[src/hw/rtl/rsd_pkg.sv]
// Shared types and constants for the radial stick deadzone unit.
package rsd_pkg;

    localparam int AXIS_W     = 16;
    localparam int MAG_W      = 16;
    localparam int RAD_W      = 32;
    localparam int DIVN_W     = 48;
    localparam int DIVD_W     = 16;
    localparam int PROD_W     = 49;
    localparam int SQRT_STEPS = 16;

    localparam logic [15:0] AXIS_MAX  = 16'd32767;
    localparam logic [15:0] DZ_CAP    = 16'd32766;
    localparam logic [15:0] DZ_RESET  = 16'd2500;
    localparam logic [31:0] SQRT_BIT0 = 32'h4000_0000;

    typedef enum logic [3:0] {
        ST_IDLE,
        ST_MUL_X,
        ST_MUL_Y,
        ST_SUM,
        ST_SQRT,
        ST_CMP,
        ST_MUL_S,
        ST_DIVS_GO,
        ST_DIVS_WAIT,
        ST_MUL_AX,
        ST_DIVX_GO,
        ST_DIVX_WAIT,
        ST_MUL_AY,
        ST_DIVY_GO,
        ST_DIVY_WAIT,
        ST_FIN
    } state_t;

    typedef struct packed {
        logic                start;
        logic [DIVN_W-1:0]   dividend;
        logic [DIVD_W-1:0]   divisor;
    } div_req_t;

    typedef struct packed {
        logic                done;
        logic [DIVN_W-1:0]   quotient;
    } div_rsp_t;

endpackage

[src/hw/rtl/radial_stick_deadzone_unit.sv]
// Radial stick deadzone with rescaling: top level and sequencer.
//
// Usage:
//   Input requests (x_in, y_in) arrive on in_valid/in_ready; one result
//   (x_out, y_out) leaves on out_valid/out_ready for every request.
//   cfg_we/cfg_wdata write the deadzone radius; write only while idle.
//   Zero radius or a zero sample passes through unchanged. Otherwise
//   one shared multiplier, a 16-step square root and one 48-step divider
//   used three times produce the result; the divider takes most of the time.
//   in_ready is high only while the sequencer is idle.
//   The result sits in an output register; a new request is taken while
//   it waits, and the sequencer holds its finished result until the
//   output register frees up when the receiver stalls.
//   Reset clears all handshake state and loads the radius with 2500.
module radial_stick_deadzone_unit (
    input  logic                      clk,
    input  logic                      rst_n,
    input  logic                      cfg_we,
    input  logic [15:0]               cfg_wdata,
    input  logic                      in_valid,
    output logic                      in_ready,
    input  logic signed [rsd_pkg::AXIS_W-1:0] x_in,
    input  logic signed [rsd_pkg::AXIS_W-1:0] y_in,
    output logic                      out_valid,
    input  logic                      out_ready,
    output logic signed [rsd_pkg::AXIS_W-1:0] x_out,
    output logic signed [rsd_pkg::AXIS_W-1:0] y_out
);
    import rsd_pkg::*;

    state_t              state_reg, state_next;
    logic [15:0]         radius_reg;
    logic [14:0]         dz_reg, dz_next;
    logic [16:0]         ax_reg, ax_next, ay_reg, ay_next;
    logic                xneg_reg, xneg_next, yneg_reg, yneg_next;
    logic [31:0]         acc_reg, acc_next;
    logic [31:0]         v_reg, v_next, res_reg, res_next, bit_reg, bit_next;
    logic [3:0]          cnt_reg, cnt_next;
    logic [31:0]         scaled_reg, scaled_next;
    logic [15:0]         rx_reg, rx_next, ry_reg, ry_next;
    logic [PROD_W-1:0]   prod_reg;
    logic [16:0]         mul_a;
    logic [31:0]         mul_b;
    logic                out_valid_reg, out_valid_next;
    logic [15:0]         xo_reg, yo_reg;
    logic                pass, load_out;
    logic [31:0]         trial;
    logic [MAG_W-1:0]    mag;
    div_req_t            dreq;
    div_rsp_t            drsp;

    rsd_divider u_div (
        .clk   (clk),
        .rst_n (rst_n),
        .req   (dreq),
        .rsp   (drsp)
    );

    function automatic logic [15:0] sat_axis(input logic [DIVN_W-1:0] q, input logic neg);
        logic [15:0] m;
        m = (q > DIVN_W'(AXIS_MAX)) ? AXIS_MAX : {1'b0, q[14:0]};
        return neg ? 16'(-m) : m;
    endfunction

    assign pass     = (radius_reg == '0) || (x_in == '0 && y_in == '0);
    assign load_out = (state_reg == ST_FIN) && (!out_valid_reg || out_ready);
    assign in_ready = (state_reg == ST_IDLE);
    assign trial    = res_reg + bit_reg;
    assign mag      = res_reg[MAG_W-1:0];

    // next state
    always_comb
    begin
        state_next = state_reg;
        case (state_reg)
            ST_IDLE:      if (in_valid) state_next = pass ? ST_FIN : ST_MUL_X;
            ST_MUL_X:     state_next = ST_MUL_Y;
            ST_MUL_Y:     state_next = ST_SUM;
            ST_SUM:       state_next = ST_SQRT;
            ST_SQRT:      if (cnt_reg == 4'(SQRT_STEPS - 1)) state_next = ST_CMP;
            ST_CMP:       state_next = (mag <= {1'b0, dz_reg}) ? ST_FIN : ST_MUL_S;
            ST_MUL_S:     state_next = ST_DIVS_GO;
            ST_DIVS_GO:   state_next = ST_DIVS_WAIT;
            ST_DIVS_WAIT: if (drsp.done) state_next = ST_MUL_AX;
            ST_MUL_AX:    state_next = ST_DIVX_GO;
            ST_DIVX_GO:   state_next = ST_DIVX_WAIT;
            ST_DIVX_WAIT: if (drsp.done) state_next = ST_MUL_AY;
            ST_MUL_AY:    state_next = ST_DIVY_GO;
            ST_DIVY_GO:   state_next = ST_DIVY_WAIT;
            ST_DIVY_WAIT: if (drsp.done) state_next = ST_FIN;
            ST_FIN:       if (load_out) state_next = ST_IDLE;
            default:      state_next = ST_IDLE;
        endcase
    end

    // datapath
    always_comb
    begin
        dz_next     = dz_reg;
        ax_next     = ax_reg;
        ay_next     = ay_reg;
        xneg_next   = xneg_reg;
        yneg_next   = yneg_reg;
        acc_next    = acc_reg;
        v_next      = v_reg;
        res_next    = res_reg;
        bit_next    = bit_reg;
        cnt_next    = cnt_reg;
        scaled_next = scaled_reg;
        rx_next     = rx_reg;
        ry_next     = ry_reg;
        mul_a       = ax_reg;
        mul_b       = 32'(ax_reg);
        dreq.start    = 1'b0;
        dreq.dividend = prod_reg[DIVN_W-1:0];
        dreq.divisor  = {1'b0, 15'(AXIS_MAX - {1'b0, dz_reg})};
        case (state_reg)
            ST_IDLE:
            begin
                xneg_next = x_in[15];
                yneg_next = y_in[15];
                ax_next   = x_in[15] ? 17'(-{x_in[15], x_in}) : {1'b0, x_in};
                ay_next   = y_in[15] ? 17'(-{y_in[15], y_in}) : {1'b0, y_in};
                dz_next   = (radius_reg > DZ_CAP) ? DZ_CAP[14:0] : radius_reg[14:0];
                rx_next   = x_in;
                ry_next   = y_in;
            end
            ST_MUL_X:
            begin
                mul_a = ax_reg;
                mul_b = 32'(ax_reg);
            end
            ST_MUL_Y:
            begin
                acc_next = prod_reg[31:0];
                mul_a    = ay_reg;
                mul_b    = 32'(ay_reg);
            end
            ST_SUM:
            begin
                v_next   = acc_reg + prod_reg[31:0];
                res_next = '0;
                bit_next = SQRT_BIT0;
                cnt_next = '0;
            end
            ST_SQRT:
            begin
                if (v_reg >= trial)
                begin
                    v_next   = v_reg - trial;
                    res_next = (res_reg >> 1) + bit_reg;
                end
                else
                begin
                    res_next = res_reg >> 1;
                end
                bit_next = bit_reg >> 2;
                cnt_next = cnt_reg + 1'b1;
            end
            ST_CMP:
            begin
                rx_next = '0;
                ry_next = '0;
            end
            ST_MUL_S:
            begin
                mul_a = 17'(mag - {1'b0, dz_reg});
                mul_b = 32'(AXIS_MAX);
            end
            ST_DIVS_GO:   dreq.start = 1'b1;
            ST_DIVS_WAIT: if (drsp.done) scaled_next = drsp.quotient[31:0];
            ST_MUL_AX:
            begin
                mul_a = ax_reg;
                mul_b = scaled_reg;
            end
            ST_DIVX_GO:
            begin
                dreq.start   = 1'b1;
                dreq.divisor = mag;
            end
            ST_DIVX_WAIT: if (drsp.done) rx_next = sat_axis(drsp.quotient, xneg_reg);
            ST_MUL_AY:
            begin
                mul_a = ay_reg;
                mul_b = scaled_reg;
            end
            ST_DIVY_GO:
            begin
                dreq.start   = 1'b1;
                dreq.divisor = mag;
            end
            ST_DIVY_WAIT: if (drsp.done) ry_next = sat_axis(drsp.quotient, yneg_reg);
            ST_FIN: ;
            default: ;
        endcase
    end

    always_comb
    begin
        out_valid_next = out_valid_reg && !out_ready;
        if (load_out)
            out_valid_next = 1'b1;
    end

    always_ff @(posedge clk or negedge rst_n)
    begin
        if (!rst_n)
        begin
            state_reg     <= ST_IDLE;
            radius_reg    <= DZ_RESET;
            out_valid_reg <= 1'b0;
            cnt_reg       <= '0;
        end
        else
        begin
            state_reg     <= state_next;
            out_valid_reg <= out_valid_next;
            cnt_reg       <= cnt_next;
            if (cfg_we)
                radius_reg <= cfg_wdata;
        end
    end

    always_ff @(posedge clk)
    begin
        dz_reg     <= dz_next;
        ax_reg     <= ax_next;
        ay_reg     <= ay_next;
        xneg_reg   <= xneg_next;
        yneg_reg   <= yneg_next;
        acc_reg    <= acc_next;
        v_reg      <= v_next;
        res_reg    <= res_next;
        bit_reg    <= bit_next;
        scaled_reg <= scaled_next;
        rx_reg     <= rx_next;
        ry_reg     <= ry_next;
        prod_reg   <= PROD_W'(mul_a) * PROD_W'(mul_b);
        if (load_out)
        begin
            xo_reg <= rx_reg;
            yo_reg <= ry_reg;
        end
    end

    assign out_valid = out_valid_reg;
    assign x_out     = xo_reg;
    assign y_out     = yo_reg;

endmodule

[src/hw/rtl/rsd_divider.sv]
// Restoring unsigned divider, one quotient bit per cycle.
module rsd_divider (
    input  logic             clk,
    input  logic             rst_n,
    input  rsd_pkg::div_req_t req,
    output rsd_pkg::div_rsp_t rsp
);
    import rsd_pkg::*;

    localparam int CNT_W = $clog2(DIVN_W);

    logic                busy_reg, busy_next;
    logic                done_reg, done_next;
    logic [CNT_W-1:0]    cnt_reg, cnt_next;
    logic [DIVD_W-1:0]   rem_reg, rem_next;
    logic [DIVN_W-1:0]   quo_reg, quo_next;
    logic [DIVD_W-1:0]   dsr_reg, dsr_next;
    logic [DIVD_W:0]     trial;
    logic                fits;

    assign trial = {rem_reg, quo_reg[DIVN_W-1]};
    assign fits  = trial >= {1'b0, dsr_reg};

    always_comb
    begin
        busy_next = busy_reg;
        done_next = 1'b0;
        cnt_next  = cnt_reg;
        rem_next  = rem_reg;
        quo_next  = quo_reg;
        dsr_next  = dsr_reg;
        if (req.start)
        begin
            busy_next = 1'b1;
            cnt_next  = '0;
            rem_next  = '0;
            quo_next  = req.dividend;
            dsr_next  = req.divisor;
        end
        else if (busy_reg)
        begin
            rem_next = fits ? DIVD_W'(trial - {1'b0, dsr_reg}) : trial[DIVD_W-1:0];
            quo_next = {quo_reg[DIVN_W-2:0], fits};
            cnt_next = cnt_reg + 1'b1;
            if (cnt_reg == CNT_W'(DIVN_W - 1))
            begin
                busy_next = 1'b0;
                done_next = 1'b1;
            end
        end
    end

    always_ff @(posedge clk or negedge rst_n)
    begin
        if (!rst_n)
        begin
            busy_reg <= 1'b0;
            done_reg <= 1'b0;
            cnt_reg  <= '0;
        end
        else
        begin
            busy_reg <= busy_next;
            done_reg <= done_next;
            cnt_reg  <= cnt_next;
        end
    end

    always_ff @(posedge clk)
    begin
        rem_reg <= rem_next;
        quo_reg <= quo_next;
        dsr_reg <= dsr_next;
    end

    assign rsp.done     = done_reg;
    assign rsp.quotient = quo_reg;

endmodule
[config.mk]
export PLATFORM = sky130hd
export DESIGN_NAME = radial_stick_deadzone_unit
export DESIGN_NICKNAME = d
export VERILOG_FILES = /design/src/hw/rtl/rsd_pkg.sv /design/src/hw/rtl/radial_stick_deadzone_unit.sv /design/src/hw/rtl/rsd_divider.sv
export SDC_FILE = /design/constraint.sdc
export NUM_CORES = 2
export LEC_CHECK = 0
export ABC_AREA = 1
export BUFFER_PORTS_ARGS = -buffer_cell sky130_fd_sc_hd__buf_2
export CORE_MARGIN = 2
export CORE_UTILIZATION = 55
export CTS_CLUSTER_SIZE = 20
export DETAILED_ROUTE_END_ITERATION = 16
export PLACE_DENSITY = 0.78
export SYNTH_ARGS = -nofsm -noshare
export SYNTH_HDL_FRONTEND = slang
export SYNTH_SLANG_ARGS = --single-unit
[constraint.sdc]
create_clock -name clk -period 8.46 [get_ports clk]
set_input_delay 0.846 -clock clk [delete_from_list [all_inputs] [get_ports clk]]
set_output_delay 0.846 -clock clk [all_outputs]
set_load 0.03 [all_outputs]
# Yosys cells after proc, flatten, opt, wreduce, memory -nomap -nowiden

Index checks and enable logic that the tools add are counted.

Memories kept: 0
Input bits: 53
Output and inout bits: 34
Latch bits: 0
Word-level logic and storage cells: 134
Memory bits (writable): 0
ROM bits: 0
Bits in registers: 436

Reduce and logical (&&, ||, !) cells: 24
Eq/ne operators: 24
Div/mod/pow operators: 0
Add/subtract/negate cells: 12
Bitwise gates (word level): 0
Muxes and demuxes: 40
Magnitude comparators: 5
Multiply operators: 1
Shift operators: 0

Operators with widths:

| operator                                                         | count |
|---|---|
| case mux 32 bit (2 select lines)                                 | 3 |
| two-way mux 48 bit                                               | 2 |
| case mux 16 bit (3 select lines)                                 | 2 |
| case mux 32 bit (3 select lines)                                 | 1 |
| two-way mux 16 bit                                               | 5 |
| adder 32 bit                                                     | 2 |
| two-way mux 32 bit                                               | 2 |
| case mux 4 bit (16 select lines)                                 | 1 |
| two-way mux 15 bit                                               | 4 |
| greater-than comparator 48 x 15 -> 1 bit (second input constant) | 1 |
| logical NOT 16 bit                                               | 3 |
| multiplier 17 x 32 -> 48 bit                                     | 1 |
| equality test 4 bit (second input constant)                      | 9 |
| negator 17 bit                                                   | 2 |
| case mux 17 bit (2 select lines)                                 | 1 |
| adder 31 x 32 -> 32 bit                                          | 1 |
| greater-or-equal comparator 32 bit                               | 1 |
| two-way mux 4 bit                                                | 8 |
| subtractor 32 bit                                                | 1 |
| greater-or-equal comparator 17 x 16 -> 1 bit                     | 1 |
| subtractor 16 x 15 -> 17 bit                                     | 1 |
| equality test 4 x 3 -> 1 bit (second input constant)             | 4 |
| greater-than comparator 16 x 15 -> 1 bit (second input constant) | 1 |
| <= comparator 16 x 15 -> 1 bit                                   | 1 |
| 23 further kinds                                                 | 48 |

# Logic depth before layout (Yosys ltp)

Word-level depth: 6
Depth in mapped cells: 39
Depth with buffers taken out: 39

# Modules after synthesis

Synthesis repeated with hierarchy kept, for this count alone.

Cell total of the unflattened synthesis: 5634
Area, all modules: 44291.2 µm²

Modules (own cells, without submodules):

| module                     | area each (µm²) | instances | cells an instance | seq. area each (µm²) |
|---|---|---|---|---|
| radial_stick_deadzone_unit | 39557.9         | 1         | 5048              | 9370.2 |
| rsd_divider                | 4733.3          | 1         | 586               | 2442.3 |

# Least setup slack after synthesis

Ideal clock, no wire load.

Path type: register -> register
Start point: reg state_reg[3]
End point: reg prod_reg[46]
Required time: 8.341 ns
Setup slack: 1.138 ns
Stages on the path, launching flop included: 30
Setup time: 0.119 ns
Buffers on the path: 2
Arrival: 7.203 ns
Clock period less this slack: 7.322 ns
Cells stage by stage: dfrtp_1 -> nor2_1 -> inv_1 -> nor2_2 -> nor2_1 -> inv_2 -> buf_4 -> a21oi_1 -> nand2_1 -> buf_2 -> nand2_1 -> fa_1 -> inv_1 -> fa_1 -> inv_1 -> fa_1 -> inv_1 -> fa_1 -> fa_1 -> inv_1 -> fa_1 -> inv_1 -> ha_1 -> a21oi_1 -> a21boi_0 -> nand2_1 -> o21bai_1 -> nand2_1 -> nand4_1 -> xor2_1

Word-level cells in the longest chain between the ends: 4
Elaborated cells on any way between the ends: 9
Those cells by class: mul (1); eq/ne (4); mux (2); reduce/logical (2)

Ends and longest elaborated chain:

| element                                                                              | RTL line                          | RTL |
|---|---|---|
| start, declared                                                                      | radial_stick_deadzone_unit.sv:31  | `state_t state_reg, state_next;` |
| start signal, assigned                                                               | radial_stick_deadzone_unit.sv:217 | `state_reg <= state_next;` |
| equality test 4 bit or equality test 4 x 2 -> 1 bit (tied branches)                  | radial_stick_deadzone_unit.sv:117 | `case (state_reg)` |
| OR reduction 2 bit (no source line)                                                  | -                                 |  |
| case mux 32 bit (3 select lines) or case mux 17 bit (2 select lines) (tied branches) | radial_stick_deadzone_unit.sv:117 |  |
| multiplier 17 x 32 -> 48 bit *                                                       | radial_stick_deadzone_unit.sv:239 | `prod_reg <= PROD_W'(mul_a) * PROD_W'(mul_b);` |
| end signal, assigned                                                                 | radial_stick_deadzone_unit.sv:239 |  |
| end, declared                                                                        | radial_stick_deadzone_unit.sv:41  | `logic [PROD_W-1:0] prod_reg;` |

Every way passes the cells marked *; elsewhere a longest branch is shown, timed or not.
A chain may end at the register's enable or synchronous reset.

# Worst setup path in the final report

Start point: reg state_reg[3]
End point: reg prod_reg[26]

Same word-level chain as after synthesis.

==> run metrics <==
ys async rst share 7.86%; DP HPWL 110,000 um; post-synthesis sequential area ratio 27.1%; Core Util, Final 59.6%; Starting Density 55.4%; Hold Crit Class primary input to asynchronous set/reset pin; routed wire length 138,000 um; Detail Route Antenna Nets 0; Clock Path Buffers 3; total setup buffers inserted after CTS 0; Final Skew 0.0391 ns; Gate Count Post-Synth 5,526; Buf/Inv on CP 8; P&R area growth vs syn 7.67%; unrepaired setup endpoints after global routing false; fraction of layout cells with a size suffix above 1 5.73%; clock latency on the worst-skew pair 0.62 ns; Top delay family on crit path adder cells; Crit Path Max Fanout 13; Tmin final 8.10 ns; Max Fclk 0.123 GHz; Comb power frac 1.8%; most used cell, CP nand2_1; CTS HTree Levels 2; DRT iter0 DRCs 3,767; Pre-Repair DR Iteration Count 6; clock share of power 49.1%; final setup TNS 0 ns; slowest stage delay, CP 0.55 ns; PD cells 96.1 mW/mm^2; vias in the first global route 38.3k; count of final hold-check violations 0; maximum VDD drop 0.169 mV; # rows 103; largest net degree at the start of global routing 95; Ports 87; Fillers 7,047; Slew @ Worst Pin 1.21 ns; CTS tree yes; Net Sw Frac 21.7%; Synthesis Warnings 0; Slowest-stage cell, CP fa_1; synth unique cells 59; Crit path arrival time 8.61 ns; CP Class register to register; crit share post-route 95.8%; first-pass GRT wire length 213,000 um; status finished, final reports clean; die area 0.0815 mm^2; CP endpoint kind register; Final Max Tran Viols 0; Leak 22.4 nW; Post-synth EDFFs 323; DRC viols 0; maxcap violations 0; Nets 6,344; die height 286 um; All-Layer GR Usage 33.8%; Port Buffers 86; Main synth FF type edfxtp_1; TritonCTS Buffers 46; Startpoint Class register; RePlAce Congestion 0.999; clk sink count 420; Int Power 0.00353 W; Required @ worst endpoint 8.97 ns; sw power 0.000977 W; total power 0.00451 W; Core Area 0.0787 mm^2; Slew headroom 18.9%; CTS root buffer clkbuf_16; grt ovf 0; r2r setup slk 0.36 ns; synthesized flop and latch total 420; initial antenna violation count 1; vias per cell 5.72; vias 38.2k; Flop pwr share 49.1%; Routed wire per std cell 20.7 um; Mean Syn Cell Area 7.89 um^2; Die Span X 286 um; cell area after synthesis 0.0436 mm^2; CTS clk-pin slew, worst paths 0.07 ns; final setup fails 0
cells in the final DEF (no fill, tap or decap), types with 25 or more instances in the layout:
| cell type | instances |
|---|---|
| nor3_1 | 38 |
| o21bai_1 | 27 |
| ha_1 | 253 |
| nand4_1 | 53 |
| buf_4 | 78 |
| a22oi_1 | 25 |
| inv_2 | 29 |
| dfrtp_1 | 28 |
| xor2_1 | 80 |
| fa_1 | 452 |
| nor2_1 | 541 |
| a21oi_1 | 238 |
| buf_2 | 86 |
| nand3_1 | 419 |
| dfxtp_1 | 64 |
| nand2_1 | 1233 |
| edfxtp_1 | 323 |
| inv_1 | 1044 |
| xnor2_1 | 53 |
| clkbuf_16 | 47 |
| o21ai_0 | 271 |
logic make-up (layout without fill, tap and decap cells):
| kind of cell | Yosys count | after routing | share of synthesized area [%] |
|---|---|---|---|
| AND/OR/NAND/NOR | 2358 | 2358 | 22.4 |
| buffers and inverters | 1230 | 1326 | 10.9 |
| adder cells (fa/ha/maj) | 705 | 705 | 28.0 |
| AO/OA/AOI/OAI | 679 | 679 | 8.86 |
| flip-flops | 420 | 420 | 27.1 |
| XOR/XNOR | 133 | 133 | 2.67 |
| other | 1 | 3 | 0.00860 |
cell usage after synthesis, types with 2 or more instances:
cell type | n | area share, %
xor2_1 | 80 | 1.6
a221o_1 | 8 | 0.18
inv_1 | 1046 | 9.0
inv_2 | 28 | 0.24
o21bai_1 | 27 | 0.46
and3_1 | 5 | 0.072
o211ai_1 | 11 | 0.19
o21ai_0 | 272 | 3.1
a31oi_1 | 12 | 0.17
buf_1 | 3 | 0.026
o21ai_2 | 10 | 0.20
a22oi_1 | 25 | 0.43
clkbuf_1 | 54 | 0.46
or2_2 | 6 | 0.086
buf_2 | 87 | 1.0
nand2_1 | 1235 | 11
buf_4 | 9 | 0.15
and2_1 | 2 | 0.029
a21oi_1 | 238 | 2.7
o22ai_1 | 2 | 0.029
o21ai_1 | 9 | 0.10
a21boi_0 | 12 | 0.21
nor2_1 | 543 | 4.7
xnor2_1 | 53 | 1.1
dfrtp_1 | 28 | 1.6
o31ai_1 | 3 | 0.052
a221oi_1 | 6 | 0.12
nor2_2 | 9 | 0.13
a21o_1 | 18 | 0.31
nor4_1 | 14 | 0.20
nand2_2 | 7 | 0.10
o221ai_1 | 5 | 0.10
nor3b_1 | 2 | 0.034
nand3b_1 | 21 | 0.36
dfxtp_1 | 64 | 2.9
nor3_1 | 39 | 0.45
nand4_1 | 53 | 0.76
fa_1 | 452 | 21
o21a_1 | 12 | 0.21
ha_1 | 253 | 7.3
edfxtp_1 | 323 | 22
nand3_1 | 419 | 4.8
dfstp_2 | 5 | 0.30
area by class of cell:
cell class              count  area, um^2  share of cell area [%]
multi-input cells        3877       27100                    57.7
clock inverters            30         429                   0.914
flip-flops and latches    420       11800                    25.2
inverters                1075        4040                    8.60
diodes                      1        2.50                 0.00533
repair buffers            166        1060                    2.25
well taps                1050        1310                    2.80
clock buffers              55        1230                    2.61
repair_timing:
item / in CTS / in global routing
hold endpoints to repair: 0 / 0
gates resized for setup: 0 / 3
hold buffers: 0 / 0
setup endpoints to repair: 0 / 6
final timing paths:
path	startpoint	to	cells after the start
max	state_reg[3]$_DFFE_PN0P_	prod_reg[26]$_DFF_P_	30
min	rst_n	cnt_reg[2]$_DFFE_PN0P_	1
max reg2reg	state_reg[3]$_DFFE_PN0P_	prod_reg[26]$_DFF_P_	30
min reg2reg	rx_reg[2]$_DFFE_PP_	x_out[2]$_DFFE_PP_	0
max in group asynchronous	rst_n	radius_reg[9]$_DFFE_PN0P_	1
min in group clk	rx_reg[2]$_DFFE_PP_	x_out[2]$_DFFE_PP_	0
power by group through the flow:
stage / sequential (W) / clock (W) / combinational (W)
after floorplan: 0.00226 / 0 / 0.0000394
after global placement: 0.00226 / 0 / 0.0000813
after detailed placement: 0.00226 / 0 / 0.0000821
after CTS: 0.00221 / 0.00223 / 0.0000826
after global routing: 0.00221 / 0.00230 / 0.0000913
final: 0.00221 / 0.00221 / 0.0000832
routing by layer:
metal	GRT usage, %	part of all wire, %	up-vias
met4	16.0	5.5	2
met5	0	0.0094	-
met3	5.31	7.8	389
met1	41.8	38	18400
met2	58.2	49	1804
li1	-	-	17600
metrics by stage:
stage | setup slack, ns | std cells | area (um^2) | hold slack (ns)
3_3_place_gp | 0.547 | 6588 | 45300 | 0.400
6_report | 0.356 | 6674 | 46900 | 0.318
4_1_cts | 0.434 | 6673 | 46900 | 0.327
5_1_grt | 0.0319 | 6673 | 46900 | 0.361
2_1_floorplan | 1.14 | 5527 | 43600 | 0.400
3_5_place_dp | 0.481 | 6588 | 45300 | 0.405
worst reg2reg max path: cells and delay by family, from the launching register on:
family / cells / cell delay (ns)
flops: 1 / 0.44
buf+inv: 8 / 1.00
simple gates: 12 / 2.36
fa+ha+maj: 7 / 3.44
xor+xnor: 1 / 0.28
compound gates: 2 / 0.46
Power figures use the tool's default switching activity.
